### src/hdl/cau_pkg.sv
// Shared constants, types and saturation helpers of the complex arithmetic unit.
// Depends on nothing; the design modules refer to it by scoped names.
package cau_pkg;

    localparam int FracBits = 16;
    // Quotient bits kept by the divider chain; anything at or above 2^QBits saturates.
    localparam int QBits    = 33;
    localparam int OvfShift = QBits - FracBits;

    localparam logic [2:0] CMD_ADD  = 3'd0;
    localparam logic [2:0] CMD_SUB  = 3'd1;
    localparam logic [2:0] CMD_MUL  = 3'd2;
    localparam logic [2:0] CMD_DIV  = 3'd3;
    localparam logic [2:0] CMD_CONJ = 3'd4;

    typedef struct packed {
        logic              is_div;
        logic              dz;
        logic [31:0]       res_re;
        logic [31:0]       res_im;
        logic              neg_re;
        logic              neg_im;
        logic              ovf_re;
        logic              ovf_im;
        logic [63:0]       rem_re;
        logic [63:0]       rem_im;
        logic [63:0]       den;
        logic [QBits-1:0]  dvd_re;
        logic [QBits-1:0]  dvd_im;
        logic [QBits-1:0]  q_re;
        logic [QBits-1:0]  q_im;
    } t_div_word;

    // Clamp a 33-bit signed sum to the 32-bit range.
    function automatic logic [31:0] sat33(input logic [32:0] x);
        logic [31:0] r;
        if (x[32] != x[31]) begin
            r = x[32] ? 32'h8000_0000 : 32'h7FFF_FFFF;
        end else begin
            r = x[31:0];
        end
        return r;
    endfunction

    // Turn sign and magnitude into a saturated 32-bit two's complement value.
    function automatic logic [31:0] sat_mag(input logic neg, input logic [63:0] mag);
        logic [31:0] r;
        logic [63:0] n;
        n = 64'd0 - mag;
        if (neg) begin
            r = (mag >= 64'h8000_0000) ? 32'h8000_0000 : n[31:0];
        end else begin
            r = (mag > 64'h7FFF_FFFF) ? 32'h7FFF_FFFF : mag[31:0];
        end
        return r;
    endfunction

    // Sign and magnitude of a 65-bit signed value; the result is {neg, mag}.
    function automatic logic [64:0] sign_mag(input logic [64:0] s);
        logic [64:0] n;
        n = 65'd0 - s;
        return s[64] ? {1'b1, n[63:0]} : {1'b0, s[63:0]};
    endfunction

endpackage

### src/hdl/cau_div_cell.sv
// One cell of the divider chain: one restoring step for both quotient parts.
// Depends on cau_pkg.
module cau_div_cell (
    input  logic                  i_clk,
    input  logic                  i_rst_n,
    input  logic                  i_valid,
    output logic                  o_ready,
    input  cau_pkg::t_div_word    i_word,
    output logic                  o_valid,
    input  logic                  i_ready,
    output cau_pkg::t_div_word    o_word
);

    logic               r_v;
    logic               w_rdy;
    cau_pkg::t_div_word r_word, n_word;
    logic [64:0]        w_pr_re, w_pr_im, w_den;

    assign w_rdy   = !r_v || i_ready;
    assign o_ready = w_rdy;
    assign o_valid = r_v;
    assign o_word  = r_word;

    assign w_den   = {1'b0, i_word.den};
    assign w_pr_re = {i_word.rem_re, i_word.dvd_re[cau_pkg::QBits-1]};
    assign w_pr_im = {i_word.rem_im, i_word.dvd_im[cau_pkg::QBits-1]};

    always_comb begin
        logic [64:0] d_re;
        logic [64:0] d_im;
        d_re          = w_pr_re - w_den;
        d_im          = w_pr_im - w_den;
        n_word        = i_word;
        n_word.dvd_re = {i_word.dvd_re[cau_pkg::QBits-2:0], 1'b0};
        n_word.dvd_im = {i_word.dvd_im[cau_pkg::QBits-2:0], 1'b0};
        if (w_pr_re >= w_den) begin
            n_word.rem_re = d_re[63:0];
            n_word.q_re   = {i_word.q_re[cau_pkg::QBits-2:0], 1'b1};
        end else begin
            n_word.rem_re = w_pr_re[63:0];
            n_word.q_re   = {i_word.q_re[cau_pkg::QBits-2:0], 1'b0};
        end
        if (w_pr_im >= w_den) begin
            n_word.rem_im = d_im[63:0];
            n_word.q_im   = {i_word.q_im[cau_pkg::QBits-2:0], 1'b1};
        end else begin
            n_word.rem_im = w_pr_im[63:0];
            n_word.q_im   = {i_word.q_im[cau_pkg::QBits-2:0], 1'b0};
        end
    end

    always_ff @(posedge i_clk) begin
        if (!i_rst_n) begin
            r_v <= 1'b0;
        end else if (w_rdy) begin
            r_v <= i_valid;
        end
    end

    always_ff @(posedge i_clk) begin
        if (w_rdy && i_valid) r_word <= n_word;
    end

endmodule

### config.mk
export PLATFORM = sky130hd
export DESIGN_NAME = cau_div_cell
export DESIGN_NICKNAME = d
export VERILOG_FILES = /design/src/hdl/cau_pkg.sv /design/src/hdl/cau_div_cell.sv
export SDC_FILE = /design/constraint.sdc
export NUM_CORES = 1
export LEC_CHECK = 0
export BUFFER_PORTS_ARGS = -buffer_cell sky130_fd_sc_hd__buf_4
export CORE_AREA = 5 5 304 306
export CTS_BUF_LIST = sky130_fd_sc_hd__clkbuf_2 sky130_fd_sc_hd__clkbuf_4 sky130_fd_sc_hd__clkbuf_8
export CTS_CLUSTER_DIAMETER = 30
export DETAILED_ROUTE_END_ITERATION = 8
export DIE_AREA = 0 0 309 311
export SLEW_MARGIN = 0
export SYNTH_ARGS = -nofsm -noshare
export SYNTH_HDL_FRONTEND = slang
export SYNTH_SLANG_ARGS = --single-unit
### constraint.sdc
create_clock -name i_clk -period 16.25 [get_ports i_clk]
set_input_delay 3.25 -clock i_clk [delete_from_list [all_inputs] [get_ports i_clk]]
set_output_delay 3.25 -clock i_clk [all_outputs]
set_load 0.02 [all_outputs]
==> flow_summary.toml, run 1 <==
[clocking]
post_cts_resized = 0
clk_path_buf_depth = 3
hold_buffers = 0
clk_pin_slew_ns = 0.05
post-cts-setup-buffers = 0
clock_latency_ns = 0.74
cts_made_buffers = 121
cts_num_sinks = 393
h-tree-depth = 3
cts-root-buf = "clkbuf_8"
cts_tree = "built"

[routing]
drt_wl_total_um = 109000
first_pass_iters = 5
wl_per_cell_um = 27.1
via_count = 19000
drc_errors = 0
drt_iter0_markers = 1342
post_drt_via_cell_ratio = 4.72
ant_nets = 0

[grt]
track_usage_pct = 21.5
grt_pass1_vias = 18700
overflow = 0
antenna_found_initial = 35
grt_start_max_net_pins = 74
grt_pass1_wl_um = 145000

[critical_path]
path_max_fanout = 73
start_kind = "input pin"
crit_type = "input pin to flip-flop"
arrival_ns = 7.73
worst_ep_required_time_ns = 16.75
crit_path_end_kind = "flip-flop"

[power_and_ir_drop]
p_leak_nw = 13.4
power.density_nw_per_um2 = 119
ir_worst_vdd_mv = 0.0563

[timing]
finalMaxSlewViolations = 0
worstMarginPinSlew_ns = 0.948
rsz0062_at_grt = "false"
max_freq_mhz = 138
setup-tns-final_ns = 0
finClkSkew_ns = 0.0433
slew_headroom_pct = 36.2
setup_violations = 0
period_share_pct = 44.5
finalCriticalPeriod_ns = 7.24
hold_viol_final = 0

[run]
cap_violations = 0

[floorplanning]
fp.dieH_um = 311
ioPinCount = 794
rows = 110
die_area_um2 = 96100
core_um2 = 89300
initial_core_util_pct = 24.2
fp.dieW_um = 309

[synthesis]
synth_cell_types = 81
yosys_warnings = 0
synth-edff-count = 392
syn-cell-area_um2 = 21600
ys_seq_area_share_pct = 54.6
synthArstFlopShare_pct = 0
syn_inst = 1861
synthFlopType = "edfxtp_1"
synth_seq_cells = 393
syn_avg_cell_area_um2 = 11.6

[placement]
dp_hpwl_um = 91400
gp_congestion = 0.914
io_buffers = 789

[layout]
multiInputGateArea_um2 = 8980
nNetsFinal = 3245
fin_util_pct = 35.3
syn2layout_area_growth_pct = 46.3
nFillCells = 9041
layout.area.seq_um2 = 11800
final_common_cell = "buf_4"
drive_above_1_share_pct = 38.7
mostFrequentLayoutCells = "803 x buf_4, 392 x edfxtp_1, 183 x nand2_1"

[status]
status = "completed"

[hold_path]
hold_path.class = "flip-flop to flip-flop"
## layout make-up
cell class,instances,area share [%]
well taps,1176,4.66
flip-flops and latches,393,37.4
repair buffers,803,19.1
clock buffers,137,5.68
multi-input cells,1286,28.4
diodes,21,0.167
clock inverters,93,3.23
inverters,112,1.36
## cells by family (layout without fill, tap and decap cells)
family,count (synthesis),count (layout),synth area share (%)
and+or+nand+nor,446,446,9.64
other,1,23,0.0174
DFF,393,393,54.6
xor gates and xnor gates,114,114,4.63
buffers and inverters,183,1145,3.80
muxes,68,68,4.56
AOI/OAI and AO/OA,526,526,15.1
adders and majority gates,130,130,7.61
## metal layers
layer,vias to the layer above,track usage [%],part of all wire (%)
met5,-,0,0.15
met4,26,11.7,5.7
met3,205,8.00,9.6
met2,870,38.3,51
met1,9091,21.5,34
li1,8779,-,-
## cell usage after synthesis, types with 5 or more instances
cell / n / area [um2]
nor2b_1: 10 / 62.6
o21ai_0: 150 / 751
a31oi_1: 10 / 62.6
inv_1: 111 / 417
or3_1: 9 / 56.3
nand4_1: 44 / 275
mux2_4: 59 / 886
nand2b_1: 11 / 68.8
edfxtp_1: 392 / 11800
nand2_1: 183 / 687
clkbuf_1: 51 / 191
ha_1: 128 / 1600
xnor2_1: 76 / 666
o41ai_1: 5 / 43.8
and2_1: 8 / 50.1
buf_2: 10 / 50.1
nor4_1: 9 / 56.3
buf_12: 6 / 120
and3_1: 9 / 56.3
a21boi_0: 7 / 52.6
xor2_1: 38 / 333
mux2_2: 7 / 78.8
o21a_1: 14 / 105
a21oi_1: 170 / 851
o21bai_1: 38 / 285
nor2_1: 91 / 342
nor3_1: 29 / 145
nand3_1: 20 / 100
o211ai_1: 12 / 90.1
a211oi_1: 13 / 97.6
a21o_1: 44 / 330
o31ai_1: 7 / 52.6
## worst max-delay path, stage by stage
cell	delay, ns
buf_4	0.09
inv_1	0.07
ha_1	0.40
a21oi_1	0.24
o21ai_0	0.15
a221oi_1	0.79
a211oi_1	0.22
a221o_1	0.38
o2111ai_1	0.21
and3b_4	0.58
buf_4	0.67
inv_1	0.27
mux2_2	0.33
## stage by stage
stage / instance area [um2] / hold slack [ns] / total power, mW / instances / setup WS, ns
4_1_cts: 31500 / 0.545 / 3.83 / 4000 / 8.98
6_report: 31600 / 0.555 / 3.77 / 4021 / 9.01
3_3_place_gp: 28700 / 0.529 / 2.13 / 3770 / 8.18
5_1_grt: 31500 / 0.591 / 3.94 / 4006 / 8.59
3_5_place_dp: 28700 / 0.533 / 2.13 / 3770 / 8.12
2_1_floorplan: 21600 / 0.750 / 1.78 / 1862 / 3.04
## worst paths after layout
kind / start / end / slack [ns] / cells after the start
worst max-delay path: i_word[150] / o_word[251] / 9.01 / 13
worst min-delay path: o_valid / o_valid / 0.56 / 2
worst max register to register: o_valid / o_word[337] / 13.08 / 4
worst min register to register: o_valid / o_valid / 0.56 / 2
## sequential cells by signal, indices dropped and copies added (netlist names)
signal   count
o_valid      1
o_word     392
## report_power, final
part	total, mW	internal, mW	switching [mW]
combinational	0.850	0.352	0.498
clock	1.66	1.07	0.588
sequential	1.26	1.23	0.0281
total	3.77	2.66	1.11
(Power assumes the default switching activity.)
==> run 2: changes to the inputs <==
clock period = 5.9 ns   (was 16.25 ns; I/O delays follow)
==> run 2 against run 1 <==
Net effect: sequential cell count unchanged; via count is essentially flat; wire length is 2.3% higher; global-route usage up 0.62 points; count of clock-buffer cells in the layout grew 17; worst setup slack got worse by 7.6 ns; critical path depth grew 3; largest power group unchanged; utilization increased by 0.12 points; non-clock buffer count is 25 higher.
==> flow_summary.toml, run 2 (synthesis results as in run 1) <==
[clocking]
cts_num_sinks = 393
clk_path_buf_depth = 3
post_cts_resized = 0
clk_pin_slew_ns = 0.05
hold_buffers = 0
clock_latency_ns = 0.76
cts-root-buf = "clkbuf_8"
post-cts-setup-buffers = 0
cts_made_buffers = 134
h-tree-depth = 4
cts_tree = "built"

[critical_path]
crit_path_end_kind = "flip-flop"
crit_type = "input pin to flip-flop"
start_kind = "input pin"
arrival_ns = 5.02
worst_ep_required_time_ns = 6.39
path_max_fanout = 20

[routing]
drt_iter0_markers = 1284
drc_errors = 0
first_pass_iters = 5
wl_per_cell_um = 27.5
via_count = 19000
drt_wl_total_um = 112000
ant_nets = 0
post_drt_via_cell_ratio = 4.69

[layout]
drive_above_1_share_pct = 39.3
layout.area.seq_um2 = 11800
multiInputGateArea_um2 = 8980
nFillCells = 9056
mostFrequentLayoutCells = "822 x buf_4, 392 x edfxtp_1, 183 x nand2_1"
largest_reg_flops = 392
final_common_cell = "buf_4"
nNetsFinal = 3283
syn2layout_area_growth_pct = 46.8

[hold_path]
hold_path.class = "input pin to flip-flop"

[timing]
setup-tns-final_ns = 0
finalMaxSlewViolations = 0
worstMarginPinSlew_ns = 0.921
finalCriticalPeriod_ns = 4.53
slew_headroom_pct = 38.4
max_freq_mhz = 221
rsz0062_at_grt = "false"
setup_violations = 0
period_share_pct = 76.9
hold_viol_final = 0
finClkSkew_ns = 0.0452

[power_and_ir_drop]
power.density_nw_per_um2 = 320
comb_power_share_pct = 23.4
pwr-share-seq_pct = 34.2
p_leak_nw = 13.5
clkPwrFrac_pct = 42.4
internal_power_mw = 7.06
fin_total_pwr_mw = 10.1
ir_worst_vdd_mv = 0.181
switching_share_pct = 30.4
switchingPower_mw = 3.08

[floorplanning]
die_area_um2 = 96100
rows = 110
fp.dieW_um = 309
ioPinCount = 794
initial_core_util_pct = 24.2
fp.dieH_um = 311
core_um2 = 89300

[grt]
met2_usage_pct = 39.2
grt_pass1_wl_um = 148000
top_usage_layer = "met2"
antenna_found_initial = 43
grt_use_met3_pct = 9.79
grt_pass1_vias = 18700
met1_usage_pct = 21.6
overflow = 0
track_usage_pct = 22.1
grt_start_max_net_pins = 87

[run]
cap_violations = 0

[placement]
dp_hpwl_um = 93600
gp_congestion = 0.901
io_buffers = 789

[status]
status = "completed"
run 2: cell types whose count changed in the layout (fill, tap and decap cells not counted), sizes merged:
cell	before	now
clkinvlp	11	12
bufinv	21	10
clkinv	56	53
buf	803	828
clkbuf	137	154
inv	117	116
run 2: per-stage QoR:
step                      util [%]  hold slack, ns  std cells  instance area, um2  worst slack (ns)
after floorplan                  -           0.758       1862               21600              1.26
final                         35.5           0.581       4049               31700              1.37
after detailed placement      32.4           0.658       3795               29000             0.552
after CTS                     35.4           0.480       4028               31600              1.40
after global placement        32.4           0.672       3795               29000             0.579
after global routing          35.4           0.507       4036               31600              1.33
run 2: area by class of cell:
type                       count  share of cell area, %
sequential                   393                   37.2
antenna                       21                  0.166
clock buffer                 154                   6.30
clock inverter                79                   2.10
inverter                     112                   1.35
timing repair buffer         828                   19.9
tap                         1176                   4.65
multi-input combinational   1286                   28.3
run 2: worst max-delay path: stages:
cell and delay [ns]:
buf_4 0.08, inv_1 0.06, ha_1 0.38, nand3_2 0.14
o21bai_4 0.20, a311oi_2 0.42, o21ai_2 0.13, a211oi_2 0.23
buf_4 0.19, o211ai_1 0.15, a2111o_1 0.57, a21oi_2 0.33
o31ai_4 0.16, inv_8 0.21, buf_12 0.24, mux2_4 0.31
run 2: power by group through the flow:
stage / clock network, mW / registers (mW) / logic [mW]
after floorplan: 0 / 3.81 / 1.04
after global placement: 0 / 3.51 / 2.39
after detailed placement: 0 / 3.51 / 2.39
after CTS: 4.42 / 3.47 / 2.40
after global routing: 4.60 / 3.48 / 2.54
final: 4.30 / 3.47 / 2.38
run 2: final timing paths:
check	from	endpoint	slack (ns)	depth (start not counted)
setup reg to reg	o_valid	o_word[194]	3.69	3
hold / removal	i_word[70]	o_word[71]	0.58	1
setup / recovery	i_word[135]	o_word[271]	1.37	16
hold reg to reg	o_valid	o_valid	0.68	2
run 2: per-layer routing:
metal	wire (um)	vias up
li1	-	8844
met1	37700	9088
met2	56700	781
met3	10900	217
met4	5970	42
met5	287	-
==> run 3: changes to the inputs <==
ABC_AREA = 1   (was not set)
CORE_AREA = 5 5 303 305   (was 5 5 304 306)
DIE_AREA = 0 0 308 310   (was 0 0 309 311)
clock period = 3.87 ns   (was 5.9 ns; I/O delays follow)
==> run 3 against run 2 <==
Net effect: worst setup slack worse by 0.32 ns; global-route usage up 5.2 points; utilization increased by 4.7 points; via count rose by 36%; sequential power increased by 52%; sequential cell count stayed put; combinational power is 65% higher; final cell count grew 39%; power grew 55%.
==> flow_summary.toml, run 3 <==
[floorplanning]
core_um2 = 89000
die_area_um2 = 95500
initial_core_util_pct = 28.9
fp.dieW_um = 308
rows = 110
ioPinCount = 794
fp.dieH_um = 310

[run]
cap_violations = 0

[hold_path]
holdCritStartpoint = "i_word[103]"
hold_path.class = "input pin to flip-flop"

[routing]
ant_nets = 0
wl_met2_um = 71400
drt_wl_total_um = 136000
via_count = 25800
wl_per_cell_um = 24.3
first_pass_iters = 5
drc_errors = 0
wl_met3_um = 10300
met1Wirelength_um = 49500
post_drt_via_cell_ratio = 4.60
highest_layer = "met5"
drt_iter0_markers = 1851

[synthesis]
synth_seq_cells = 393
synth_common_cells = "1382 x nand2_1, 709 x inv_1, 392 x edfxtp_1"
synth.area.top_cells = "edfxtp_1 46%, nand2_1 20%, inv_1 10%, ha_1 6.2%, nand3_1 5.6%"
yosys_warnings = 0
synth_top_area_share_pct = 45.8
syn_avg_cell_area_um2 = 7.44
synthArstFlopShare_pct = 0
synth_cell_types = 39
synth-edff-count = 392
synth.most_common_cell = "nand2_1"
syn_inst = 3455
ys_seq_area_share_pct = 45.9
syn-cell-area_um2 = 25700
yosysTopAreaCell = "edfxtp_1"
synthFlopType = "edfxtp_1"

[layout]
instances_no_fill = 5609
syn2layout_area_growth_pct = 39.2
largest_reg_flops = 392
nNetsFinal = 4869
mostFrequentLayoutCells = "1382 x nand2_1, 814 x buf_4, 707 x inv_1"
final_common_cell = "nand2_1"
drive_above_1_share_pct = 23.4
post-route-cell-area_um2 = 35800

[clocking]
post_cts_resized = 0
hold_buffers = 0
cts_tree = "built"
post-cts-setup-buffers = 0
cts_made_buffers = 101
h-tree-depth = 3
clk_pin_slew_ns = 0.06
clk_path_buf_depth = 3
cts_num_sinks = 393
cts-root-buf = "clkbuf_8"
clock_latency_ns = 0.73

[critical_path]
r2r_start = "o_valid"
crit_type = "input pin to flip-flop"
crit_path_end_kind = "flip-flop"
start_kind = "input pin"
arrival_ns = 3.30
startpoint = "i_word[179]"
path_max_fanout = 62
worst_ep_required_time_ns = 4.34

[timing]
max_freq_mhz = 353
worstMarginPinSlew_ns = 0.778
finClkSkew_ns = 0.0288
rsz0062_at_grt = "false"
setup_violations = 0
period_share_pct = 73.1
slew_headroom_pct = 48.1
finalCriticalPeriod_ns = 2.83
hold_viol_final = 0
finalMaxSlewViolations = 0

[placement]
placed_cell_area_um2 = 33200
dp.cells = 5414
dp_hpwl_um = 118000
io_buffers = 789
gp_congestion = 0.953

[power_and_ir_drop]
power.density_nw_per_um2 = 440
ir_worst_vdd_mv = 0.293
fin_total_pwr_mw = 15.7
p_leak_nw = 18.9

[grt]
grt_start_max_net_pins = 113
antenna_found_initial = 33
track_usage_pct = 27.2
overflow = 0
grt_pass1_vias = 25800
grt_pass1_wl_um = 184000

[status]
status = "completed"
run 3: cell count changes after synthesis, moves of 79 or more:
| cell | change |
|---|---|
| nand2_1 | +1199 |
| nor2_1 | +117 |
| inv_1 | +598 |
| o21ai_0 | -133 |
| nand3_1 | +266 |
| a21oi_1 | -79 |
run 3: logic make-up after synthesis:
logic type | share of synthesized area (%)
AO/OA/AOI/OAI | 2.31
XOR/XNOR | 2.11
adder cells (fa/ha/maj) | 6.38
buffers and inverters | 11.4
flip-flops | 45.9
other | 0.0146
AND/OR/NAND/NOR | 31.9
run 3: metrics by stage:
step	utilization (%)	hold WS [ns]	setup TNS [ns]	worst slack, ns
global route	40.2	0.156	0	0.920
global placement	37.3	0.552	0	0.300
detailed placement	37.3	0.568	0	0.293
floorplan	-	0.762	-1478.75	-3.77
CTS	40.2	0.125	0	1.10
finish	40.2	0.199	0	1.04
run 3: critical path, stage by stage:
cell	delay, ns
buf_4	0.08
inv_1	0.11
ha_1	0.49
nand2_1	0.15
nor2_1	0.23
nand2_1	0.15
nor3_2	0.23
nand2_1	0.15
o21ai_2	0.18
nor2_4	0.07
buf_4	0.34
nand3_1	0.18
nand2_1	0.10
run 3: area by class of cell:
| class | count | area (um2) |
|---|---|---|
| fill | 9399 | 53300 |
| sequential | 393 | 11800 |
| multi-input combinational | 2305 | 11000 |
| timing repair buffer | 822 | 6270 |
| inverter | 718 | 2700 |
| clock buffer | 119 | 1530 |
| tap | 1176 | 1470 |
| clock inverter | 67 | 982 |
| antenna | 9 | 22.5 |
run 3: final timing paths:
check | to | depth (start not counted) | slack, ns
hold reg to reg | o_valid | 2 | 0.58
hold / removal | o_word[104] | 1 | 0.20
setup / recovery | o_word[237] | 13 | 1.04
setup reg to reg | o_word[141] | 3 | 2.12
run 3: power breakdown:
part / total [mW] / switching [mW] / internal, mW
Combinational: 3.93 / 2.57 / 1.36
Clock: 6.53 / 2.27 / 4.26
Sequential: 5.27 / 0.126 / 5.15
run 3: per-layer routing:
metal | track usage [%] | vias to the layer above
met1 | 29.1 | 12100
met5 | 0 | -
li1 | - | 12600
met4 | 9.06 | 38
met2 | 51.9 | 855
met3 | 7.40 | 204
